<file path="src/rtl/core/page_slot_free_list_allocator_core_defines.svh">
// ---------------------------------------------------------------------------
// page slot free list allocator - assertion macros
// shared property forms, clocked on aclk and disabled while aresetn is low
// ---------------------------------------------------------------------------
`ifndef PAGE_SLOT_FREE_LIST_ALLOCATOR_CORE_DEFINES_SVH
`define PAGE_SLOT_FREE_LIST_ALLOCATOR_CORE_DEFINES_SVH

// consequent checked in the same cycle
`define PSFL_ASSERT_SAME(lbl, ante, cons, msg) \
    lbl: assert property (@(posedge aclk) disable iff (!aresetn) (ante) |-> (cons)) \
        else $error(msg);

// consequent checked in the cycle after the antecedent
`define PSFL_ASSERT_NEXT(lbl, ante, cons, msg) \
    lbl: assert property (@(posedge aclk) disable iff (!aresetn) (ante) |=> (cons)) \
        else $error(msg);

`endif

</file>
<file path="src/rtl/core/psfl_pkg.sv">
// ---------------------------------------------------------------------------
// psfl_pkg
// constants, codes, types and slot geometry helpers of the slot allocator
// ---------------------------------------------------------------------------
`default_nettype none

package psfl_pkg;

    // page geometry
    localparam int PAGE_BYTES       = 4096;
    localparam int HEADER_BYTES     = 16;
    localparam int MIN_OBJECT_BYTES = 16;

    // link memory
    localparam int LINK_DEPTH = 256;
    localparam int IDX_W      = $clog2(LINK_DEPTH);

    // field widths
    localparam int OFS_W  = 12;
    localparam int CNT_W  = 9;
    localparam int LG_W   = 4;
    localparam int CMD_W  = 2;
    localparam int STAT_W = 2;

    // wide enough for page size arithmetic
    localparam int CALC_W = 18;

    localparam int MAX_LOG2 = 11;
    localparam int MIN_LOG2 = ($clog2(MIN_OBJECT_BYTES) > MAX_LOG2) ? MAX_LOG2
                                                                    : $clog2(MIN_OBJECT_BYTES);
    localparam logic [LG_W-1:0] CFG_RESET_LOG2 = LG_W'(4);

    // stream widths
    localparam int S_TDATA_W = ((OFS_W + 7) / 8) * 8;
    localparam int M_FIELDS_W = OFS_W + STAT_W + CNT_W;
    localparam int M_TDATA_W = ((M_FIELDS_W + 7) / 8) * 8;

    // commands
    localparam logic [CMD_W-1:0] CMD_INIT  = 2'd0;
    localparam logic [CMD_W-1:0] CMD_ALLOC = 2'd1;
    localparam logic [CMD_W-1:0] CMD_FREE  = 2'd2;

    // result status
    localparam logic [STAT_W-1:0] STAT_OK    = 2'd0;
    localparam logic [STAT_W-1:0] STAT_EMPTY = 2'd1;
    localparam logic [STAT_W-1:0] STAT_BAD   = 2'd2;

    typedef struct packed {
        logic [CNT_W-1:0]  free_slots;
        logic [STAT_W-1:0] status;
        logic [OFS_W-1:0]  slot_offset;
    } res_t;

    typedef struct packed {
        logic             we;
        logic [IDX_W-1:0] waddr;
        logic [OFS_W-1:0] wdata;
        logic             re;
        logic [IDX_W-1:0] raddr;
    } mem_req_t;

    function automatic logic [LG_W-1:0] clamp_log2(input logic [LG_W-1:0] lg);
        logic [LG_W-1:0] r;
        r = lg;
        if (r < LG_W'(MIN_LOG2)) r = LG_W'(MIN_LOG2);
        if (r > LG_W'(MAX_LOG2)) r = LG_W'(MAX_LOG2);
        return r;
    endfunction

    // header rounded up to the slot size
    function automatic logic [CALC_W-1:0] first_slot(input logic [LG_W-1:0] lg);
        logic [CALC_W-1:0] size;
        size = CALC_W'(1) << lg;
        return (CALC_W'(HEADER_BYTES) + size - CALC_W'(1)) & ~(size - CALC_W'(1));
    endfunction

    function automatic logic [CNT_W-1:0] slot_total(input logic [LG_W-1:0] lg);
        logic [CALC_W-1:0] first;
        logic [CALC_W-1:0] n;
        first = first_slot(lg);
        if (first >= CALC_W'(PAGE_BYTES)) begin
            return '0;
        end
        n = (CALC_W'(PAGE_BYTES) - first) >> lg;
        if (n > CALC_W'(LINK_DEPTH)) begin
            return CNT_W'(LINK_DEPTH);
        end
        return n[CNT_W-1:0];
    endfunction

    function automatic logic [IDX_W-1:0] link_index(input logic [OFS_W-1:0] ofs,
                                                    input logic [LG_W-1:0]  lg);
        logic [OFS_W-1:0] sh;
        sh = ofs >> lg;
        return sh[IDX_W-1:0];
    endfunction

endpackage

`default_nettype wire

</file>
<file path="src/rtl/core/page_slot_free_list_allocator_core.sv">
// ---------------------------------------------------------------------------
// page_slot_free_list_allocator_core
// lifo free list of fixed-size object slots in one page, links kept in ram
// ---------------------------------------------------------------------------
//
// channel   dir   handshake            payload
// s_        in    s_tvalid/s_tready    tuser: command, tdata: free_offset
// m_        out   m_tvalid/m_tready    tdata: slot_offset, status, free_slots
// cfg_      in    cfg_we               cfg_wdata: object_size_log2
//
// free, unknown commands and an empty alloc go from accept straight to the result
// state; an alloc with a free slot first waits for the registered link ram read;
// init preps, then fills one link per cycle through the single ram write port
// one item is in flight at a time; its result sits in the output register so
// the next item is accepted while it waits for m_tready
// aresetn clears the list (empty, count zero); the link ram is not cleared
//
`default_nettype none
`include "page_slot_free_list_allocator_core_defines.svh"

module page_slot_free_list_allocator_core (
    input  wire logic                              aclk,
    input  wire logic                              aresetn,
    // config
    input  wire logic                              cfg_we,
    input  wire logic [psfl_pkg::LG_W-1:0]         cfg_wdata,   // object_size_log2
    // input items
    input  wire logic                              s_tvalid,
    output logic                                   s_tready,
    input  wire logic [psfl_pkg::S_TDATA_W-1:0]    s_tdata,     // [11:0] free_offset
    input  wire logic [psfl_pkg::CMD_W-1:0]        s_tuser,     // [1:0] command
    // result items
    output logic                                   m_tvalid,
    input  wire logic                              m_tready,
    output logic [psfl_pkg::M_TDATA_W-1:0]         m_tdata      // [11:0] slot_offset,
                                                                // [13:12] status,
                                                                // [22:14] free_slots
);

    // slot size register, applied only by an init command
    logic [psfl_pkg::LG_W-1:0] cfg_log2_reg;

    // output register
    logic                  m_tvalid_reg;
    psfl_pkg::res_t        m_res_reg;

    psfl_pkg::mem_req_t        mem_req;
    logic [psfl_pkg::OFS_W-1:0] mem_rdata;
    logic                      res_valid;
    psfl_pkg::res_t            res;
    logic                      res_take;

    always_ff @(posedge aclk) begin
        if (!aresetn) begin
            cfg_log2_reg <= psfl_pkg::CFG_RESET_LOG2;
        end else if (cfg_we) begin
            cfg_log2_reg <= cfg_wdata;
        end
    end

    psfl_ctrl u_ctrl (
        .aclk      (aclk),
        .aresetn   (aresetn),
        .cfg_log2  (cfg_log2_reg),
        .in_valid  (s_tvalid),
        .in_ready  (s_tready),
        .in_cmd    (s_tuser),
        .in_ofs    (s_tdata[psfl_pkg::OFS_W-1:0]),
        .mem_req   (mem_req),
        .mem_rdata (mem_rdata),
        .res_valid (res_valid),
        .res       (res),
        .res_take  (res_take)
    );

    // next-slot links, one entry per slot
    psfl_link_ram #(
        .DEPTH  (psfl_pkg::LINK_DEPTH),
        .DATA_W (psfl_pkg::OFS_W)
    ) u_link_ram (
        .aclk  (aclk),
        .we    (mem_req.we),
        .waddr (mem_req.waddr),
        .wdata (mem_req.wdata),
        .re    (mem_req.re),
        .raddr (mem_req.raddr),
        .rdata (mem_rdata)
    );

    // result moves on when the output register is empty or draining
    assign res_take = res_valid && (!m_tvalid_reg || m_tready);

    always_ff @(posedge aclk) begin
        if (!aresetn) begin
            m_tvalid_reg <= 1'b0;
        end else if (res_take) begin
            m_tvalid_reg <= 1'b1;
        end else if (m_tready) begin
            m_tvalid_reg <= 1'b0;
        end
    end

    always_ff @(posedge aclk) begin
        if (res_take) begin
            m_res_reg <= res;
        end
    end

    assign m_tvalid = m_tvalid_reg;
    assign m_tdata  = {{(psfl_pkg::M_TDATA_W - psfl_pkg::M_FIELDS_W){1'b0}}, m_res_reg};

    // only one item in flight: ready drops right after an accept
    `PSFL_ASSERT_NEXT(a_one_in_flight, s_tvalid && s_tready, !s_tready, "item accepted while busy")

    // a failed or non-alloc result never carries a slot offset
    `PSFL_ASSERT_SAME(a_fail_no_slot, m_tvalid && (m_res_reg.status != psfl_pkg::STAT_OK), m_res_reg.slot_offset == '0, "failed result carries a slot offset")

    // free count stays within the link store
    `PSFL_ASSERT_SAME(a_count_range, m_tvalid, m_res_reg.free_slots <= psfl_pkg::CNT_W'(psfl_pkg::LINK_DEPTH), "free count beyond link store depth")

endmodule

`default_nettype wire

</file>
<file path="src/rtl/core/psfl_link_ram.sv">
// ---------------------------------------------------------------------------
// psfl_link_ram
// simple dual port ram, one write and one registered read port
// ---------------------------------------------------------------------------
`default_nettype none

module psfl_link_ram #(
    parameter int DEPTH  = 256,
    parameter int DATA_W = 12,
    parameter int ADDR_W = $clog2(DEPTH)
) (
    input  wire logic              aclk,
    input  wire logic              we,
    input  wire logic [ADDR_W-1:0] waddr,
    input  wire logic [DATA_W-1:0] wdata,
    input  wire logic              re,
    input  wire logic [ADDR_W-1:0] raddr,
    output logic      [DATA_W-1:0] rdata
);

    logic [DATA_W-1:0] mem [DEPTH];

    always_ff @(posedge aclk) begin
        if (we) begin
            mem[waddr] <= wdata;
        end
    end

    always_ff @(posedge aclk) begin
        if (re) begin
            rdata <= mem[raddr];
        end
    end

endmodule

`default_nettype wire

</file>
<file path="src/rtl/core/psfl_ctrl.sv">
// ---------------------------------------------------------------------------
// psfl_ctrl
// command sequencer: list head, free count, slot geometry and link updates
// ---------------------------------------------------------------------------
`default_nettype none

module psfl_ctrl (
    input  wire logic                        aclk,
    input  wire logic                        aresetn,
    input  wire logic [psfl_pkg::LG_W-1:0]   cfg_log2,
    input  wire logic                        in_valid,
    output logic                             in_ready,
    input  wire logic [psfl_pkg::CMD_W-1:0]  in_cmd,
    input  wire logic [psfl_pkg::OFS_W-1:0]  in_ofs,
    output psfl_pkg::mem_req_t               mem_req,
    input  wire logic [psfl_pkg::OFS_W-1:0]  mem_rdata,
    output logic                             res_valid,
    output psfl_pkg::res_t                   res,
    input  wire logic                        res_take
);

    localparam logic [2:0] ST_IDLE   = 3'd0;
    localparam logic [2:0] ST_PREP   = 3'd1;
    localparam logic [2:0] ST_FILL   = 3'd2;
    localparam logic [2:0] ST_RDWAIT = 3'd3;
    localparam logic [2:0] ST_RES    = 3'd4;

    localparam logic [psfl_pkg::LG_W-1:0] RST_LG = psfl_pkg::clamp_log2(psfl_pkg::CFG_RESET_LOG2);

    logic [2:0] state_reg, state_next;
    logic [psfl_pkg::LG_W-1:0]   lg_reg, lg_next;
    logic [psfl_pkg::CALC_W-1:0] first_reg, first_next;
    logic [psfl_pkg::CNT_W-1:0]  total_reg, total_next;
    logic [psfl_pkg::OFS_W-1:0]  head_reg, head_next;
    logic [psfl_pkg::CNT_W-1:0]  count_reg, count_next;
    logic [psfl_pkg::OFS_W-1:0]  cur_reg, cur_next;
    logic [psfl_pkg::CNT_W-1:0]  fill_reg, fill_next;
    psfl_pkg::res_t              res_reg, res_next;

    logic [psfl_pkg::OFS_W-1:0]  size;
    logic [psfl_pkg::CALC_W-1:0] prep_first;
    logic [psfl_pkg::CNT_W-1:0]  prep_total;
    logic [psfl_pkg::CNT_W-1:0]  fill_inc;
    logic                        fill_last;
    logic                        free_ok;

    assign size       = psfl_pkg::OFS_W'(1) << lg_reg;
    assign prep_first = psfl_pkg::first_slot(lg_reg);
    assign prep_total = psfl_pkg::slot_total(lg_reg);
    assign fill_inc   = fill_reg + psfl_pkg::CNT_W'(1);
    assign fill_last  = (fill_inc == total_reg);

    // offset must be a slot start and the list must have room
    assign free_ok = ({{(psfl_pkg::CALC_W - psfl_pkg::OFS_W){1'b0}}, in_ofs} >= first_reg)
                  && ({{(psfl_pkg::CALC_W - psfl_pkg::OFS_W){1'b0}}, in_ofs}
                      < psfl_pkg::CALC_W'(psfl_pkg::PAGE_BYTES))
                  && ((in_ofs & (size - psfl_pkg::OFS_W'(1))) == '0)
                  && (count_reg < total_reg);

    assign in_ready  = (state_reg == ST_IDLE);
    assign res_valid = (state_reg == ST_RES);
    assign res       = res_reg;

    always_comb begin
        state_next = state_reg;
        lg_next    = lg_reg;
        first_next = first_reg;
        total_next = total_reg;
        head_next  = head_reg;
        count_next = count_reg;
        cur_next   = cur_reg;
        fill_next  = fill_reg;
        res_next   = res_reg;
        mem_req    = '0;

        unique case (state_reg)
            ST_IDLE: begin
                if (in_valid) begin
                    res_next = '{free_slots: count_reg, status: psfl_pkg::STAT_OK,
                                 slot_offset: '0};
                    state_next = ST_RES;
                    unique case (in_cmd)
                        psfl_pkg::CMD_INIT: begin
                            lg_next    = psfl_pkg::clamp_log2(cfg_log2);
                            state_next = ST_PREP;
                        end
                        psfl_pkg::CMD_ALLOC: begin
                            if (count_reg == '0) begin
                                res_next.status = psfl_pkg::STAT_EMPTY;
                            end else begin
                                mem_req.re    = 1'b1;
                                mem_req.raddr = psfl_pkg::link_index(head_reg, lg_reg);
                                state_next    = ST_RDWAIT;
                            end
                        end
                        psfl_pkg::CMD_FREE: begin
                            if (free_ok) begin
                                mem_req.we          = 1'b1;
                                mem_req.waddr       = psfl_pkg::link_index(in_ofs, lg_reg);
                                mem_req.wdata       = head_reg;
                                head_next           = in_ofs;
                                count_next          = count_reg + psfl_pkg::CNT_W'(1);
                                res_next.free_slots = count_reg + psfl_pkg::CNT_W'(1);
                            end else begin
                                res_next.status = psfl_pkg::STAT_BAD;
                            end
                        end
                        default: begin
                        end
                    endcase
                end
            end
            ST_PREP: begin
                first_next = prep_first;
                total_next = prep_total;
                cur_next   = prep_first[psfl_pkg::OFS_W-1:0];
                fill_next  = '0;
                if (prep_total == '0) begin
                    head_next  = '0;
                    count_next = '0;
                    res_next   = '{free_slots: '0, status: psfl_pkg::STAT_OK, slot_offset: '0};
                    state_next = ST_RES;
                end else begin
                    state_next = ST_FILL;
                end
            end
            ST_FILL: begin
                // one link per cycle, ascending, last slot terminates with zero
                mem_req.we    = 1'b1;
                mem_req.waddr = psfl_pkg::link_index(cur_reg, lg_reg);
                mem_req.wdata = fill_last ? '0 : cur_reg + size;
                cur_next      = cur_reg + size;
                fill_next     = fill_inc;
                if (fill_last) begin
                    head_next  = first_reg[psfl_pkg::OFS_W-1:0];
                    count_next = total_reg;
                    res_next   = '{free_slots: total_reg, status: psfl_pkg::STAT_OK,
                                   slot_offset: '0};
                    state_next = ST_RES;
                end
            end
            ST_RDWAIT: begin
                head_next  = mem_rdata;
                count_next = count_reg - psfl_pkg::CNT_W'(1);
                res_next   = '{free_slots: count_reg - psfl_pkg::CNT_W'(1),
                               status: psfl_pkg::STAT_OK, slot_offset: head_reg};
                state_next = ST_RES;
            end
            ST_RES: begin
                if (res_take) begin
                    state_next = ST_IDLE;
                end
            end
            default: begin
                state_next = ST_IDLE;
            end
        endcase
    end

    always_ff @(posedge aclk) begin
        if (!aresetn) begin
            state_reg <= ST_IDLE;
            lg_reg    <= RST_LG;
            first_reg <= psfl_pkg::first_slot(RST_LG);
            total_reg <= psfl_pkg::slot_total(RST_LG);
            head_reg  <= '0;
            count_reg <= '0;
        end else begin
            state_reg <= state_next;
            lg_reg    <= lg_next;
            first_reg <= first_next;
            total_reg <= total_next;
            head_reg  <= head_next;
            count_reg <= count_next;
        end
    end

    always_ff @(posedge aclk) begin
        cur_reg  <= cur_next;
        fill_reg <= fill_next;
        res_reg  <= res_next;
    end

endmodule

`default_nettype wire
</file>
<file path="config.mk">
export PLATFORM = sky130hd
export DESIGN_NAME = page_slot_free_list_allocator_core
export DESIGN_NICKNAME = d
export VERILOG_FILES = /design/src/rtl/core/psfl_pkg.sv /design/src/rtl/core/page_slot_free_list_allocator_core.sv /design/src/rtl/core/psfl_link_ram.sv /design/src/rtl/core/psfl_ctrl.sv
export VERILOG_INCLUDE_DIRS = /design/src /design/src/rtl/core
export SDC_FILE = /design/constraint.sdc
export NUM_CORES = 2
export LEC_CHECK = 0
export BUFFER_PORTS_ARGS = -buffer_cell sky130_fd_sc_hd__buf_2
export CAP_MARGIN = 10
export CORE_ASPECT_RATIO = 0.7
export CORE_MARGIN = 1.5
export CORE_UTILIZATION = 50
export CTS_BUF_LIST = sky130_fd_sc_hd__clkbuf_4
export DETAILED_ROUTE_END_ITERATION = 8
export PLACE_DENSITY = 0.65
export SKIP_CTS_REPAIR_TIMING = 1
export SYNTH_ARGS = -nofsm -noshare
export SYNTH_HDL_FRONTEND = slang
export SYNTH_HIERARCHICAL = 1
export SYNTH_SLANG_ARGS = --single-unit
</file>
<file path="constraint.sdc">
create_clock -name aclk -period 18 [get_ports aclk]
set_input_delay 3.6 -clock aclk [delete_from_list [all_inputs] [get_ports aclk]]
set_output_delay 3.6 -clock aclk [all_outputs]
set_load 0.1 [all_outputs]
</file>
==> impl_metrics.toml <==
[floorplan]
ios = 53
die_w_um = 607
start_util = 0.505
die_h_um = 426
dieArea_um2 = 258000
num_rows = 154
fp.coreArea_um2 = 253000

[timing]
rsz0062_at_grt = "false"
fin_crit_sh = 0.529
period_needed_ns = 9.53
setup_violations = 0
final_max_slew_viol_count = 0
fmax_mhz = 105
skew_ns = 0.0849
whs_ns = 0.419
hold_viol = 0
tightest_slew_ns = 1.35
setup_tns_ns = 0
relSlewSlack = 0.0907
setup_ws_ns = 8.47

[synth]
synth.cells.most_frequent = "edfxtp_1, mux4_2, nor2_1"
async_flop_share = 0
mappedNetlistArea_um2 = 128000
yosysUniqueCellTypes = 97
syn_nets = 6568
yosysMostFrequentCell = "edfxtp_1"
ys.warnings.count = 6
synthTopCellsByArea = "edfxtp_1, mux4_2, mux2i_1"
syn_inst = 6504
synth-seq-cells = 3206
synth-seq-area-share = 0.751
synth_edf_count = 3151
synth_ff_type = "edfxtp_1"
yosys.area.top_type = "edfxtp_1"
yosys.area.top_type_share = 0.742
syn_area_per_cell_um2 = 19.6

[cells_and_area]
multiInputGateArea_um2 = 29500
syn2layout_area_growth_pct = 11.0
regArea_um2 = 95700
stdcell_area_um2 = 142000
post-route-util = 0.560
final_cells = 11046
n_fill_cell = 19228
drive_above_1_share = 0.296
fin_nets = 7249
largest_reg_flops = 3072

[global_routing]
grt_pass1_wl_mm = 477
grt_pass1_vias = 67523
grt_usage = 0.257
gr-total-overflow = 0
grt_max_degree = 225
antenna_found_initial = 20

[setup_path]
slowest_stage = "nor2b_2"
worstPathRequired_ns = 18.98
cp_top_family = "simple AND/OR/NAND/NOR gates"
r2r_start = "u_ctrl/lg_reg[1]$_SDFFE_PN0P_"
critPathBufInv = 5
endpoint_kind = "register"
crit_path_frequent_cell = "buf_4"
crit_chain = "buf_2, inv_1, ha_1, nor2b_1, nor2b_2, and2_4, buf_4, buf_12, buf_4, mux2i_1, o221ai_1, a21oi_1, o32ai_2, o32ai_1, nor3_1"
cp-start-kind = "input port"
startpoint = "s_tuser[1]"
path_class = "in2reg"
path_max_fanout = 87
arrival_ns = 10.51
max_stage_delay_ns = 0.98

[pwr]
power_density_nw_per_um2 = 101
p_leak_nw = 45.3
p_total_mw = 14.3
vdd_drop_max_uv = 70.3

[cts]
clk_path_buf_depth = 4
cts.reportedPaths.clkPinSlew_ns = 0.07
htreeDepth = 6
cts_tree = "built"
clock_latency_ns = 1.31
cts_sinks = 3206
cts_buffers = 719
cts_root_buf = "clkbuf_4"

[placement]
port_buffers = 47
dpl_worst_slack_ns = 7.29
globalplace.congestion = 0.883
placed_cells = 9784
hpwl_mm = 196
place_area_um2 = 132000

[status]
status = "complete, no violations"

[routing]
post_drt_via_cell_ratio = 6.27
ant_nets = 0
first_pass_iters = 6
drt_wl_total_mm = 334
vias = 69241
drc_errors = 0
wl_per_cell_um = 30.2
drt_iter0_drc = 9154

[min_path]
min_from = "u_ctrl/res[20]$_DFFE_PP_"
hold_path.class = "reg2reg"

[job]
timing.max_cap.violations = 0
## routing by layer
metal / global-route usage / vias to the layer above / wire length, µm
li1: - / 28841 / -
met1: 0.388 / 35774 / 138000
met2: 0.362 / 4116 / 145000
met3: 0.0736 / 498 / 41600
met4: 0.0796 / 12 / 8940
met5: 0 / - / 82
## area by class of cell
class                      count  share of cell area
sequential                  3206               0.676
multi-input combinational   2847               0.209
clock buffer                1063              0.0564
tap                         3354              0.0297
timing repair buffer         374              0.0206
clock inverter               159             0.00729
inverter                      37            0.000981
antenna                        6            0.000106
## final timing paths
check | cells after the start | endpoint | slack (ns)
min reg2reg | 0 | m_tdata[20]$_DFFE_PP_ | 0.42
max reg2reg | 15 | u_link_ram/mem[90][5]$_DFFE_PP_ | 9.08
min | 0 | m_tdata[20]$_DFFE_PP_ | 0.42
max | 15 | u_link_ram/rdata[10]$_DFFE_PP_ | 8.47
## worst reg2reg max path, stage by stage, from the launching register on
cell	delay [ns]
dfxtp_2	0.31
buf_4	0.63
nor2_1	0.31
nand2_1	0.20
ha_1	0.90
or3_1	0.22
a221oi_1	0.07
o21ai_0	0.37
a21boi_1	0.59
nand4_4	0.43
nor2_2	0.84
a22o_1	0.74
nor2b_1	0.67
nand3_1	0.67
buf_4	0.53
nor2_1	1.05
## cells by family (layout without fill, tap and decap cells)
kind of cell / count (synthesis) / count (layout) / share of synthesized area
flip-flops: 3206 / 3206 / 0.751
multiplexers: 957 / 957 / 0.139
AO/OA/AOI/OAI: 907 / 907 / 0.0493
AND/OR/NAND/NOR: 903 / 903 / 0.0339
buffers and inverters: 451 / 1633 / 0.0207
XOR/XNOR: 40 / 40 / 0.00318
adder cells (fa/ha/maj): 39 / 39 / 0.00385
other: 1 / 7 / 0.0000294
## where the power goes
part	internal (mW)	total [mW]	switching (mW)
Clock	2.90	5.66	2.76
Combinational	0.102	0.452	0.350
Sequential	8.20	8.22	0.0288
## layout by cell type, fill, tap and decap left out, types with 40 or more instances in the layout
cell type and count:
nand2_1 142, clkbuf_4 1064, dfxtp_1 52, clkinv_1 111
o21ai_0 80, edfxtp_1 3151, o221ai_1 64, nor2b_1 53
nor3_1 57, mux4_2 642, mux2i_1 268, o22ai_1 104
buf_4 294, a21oi_1 185, nor2_1 374, buf_2 48
nand3_1 54, a22oi_1 233, mux2_2 40
Note: power is estimated with default switching activity, not from simulation.
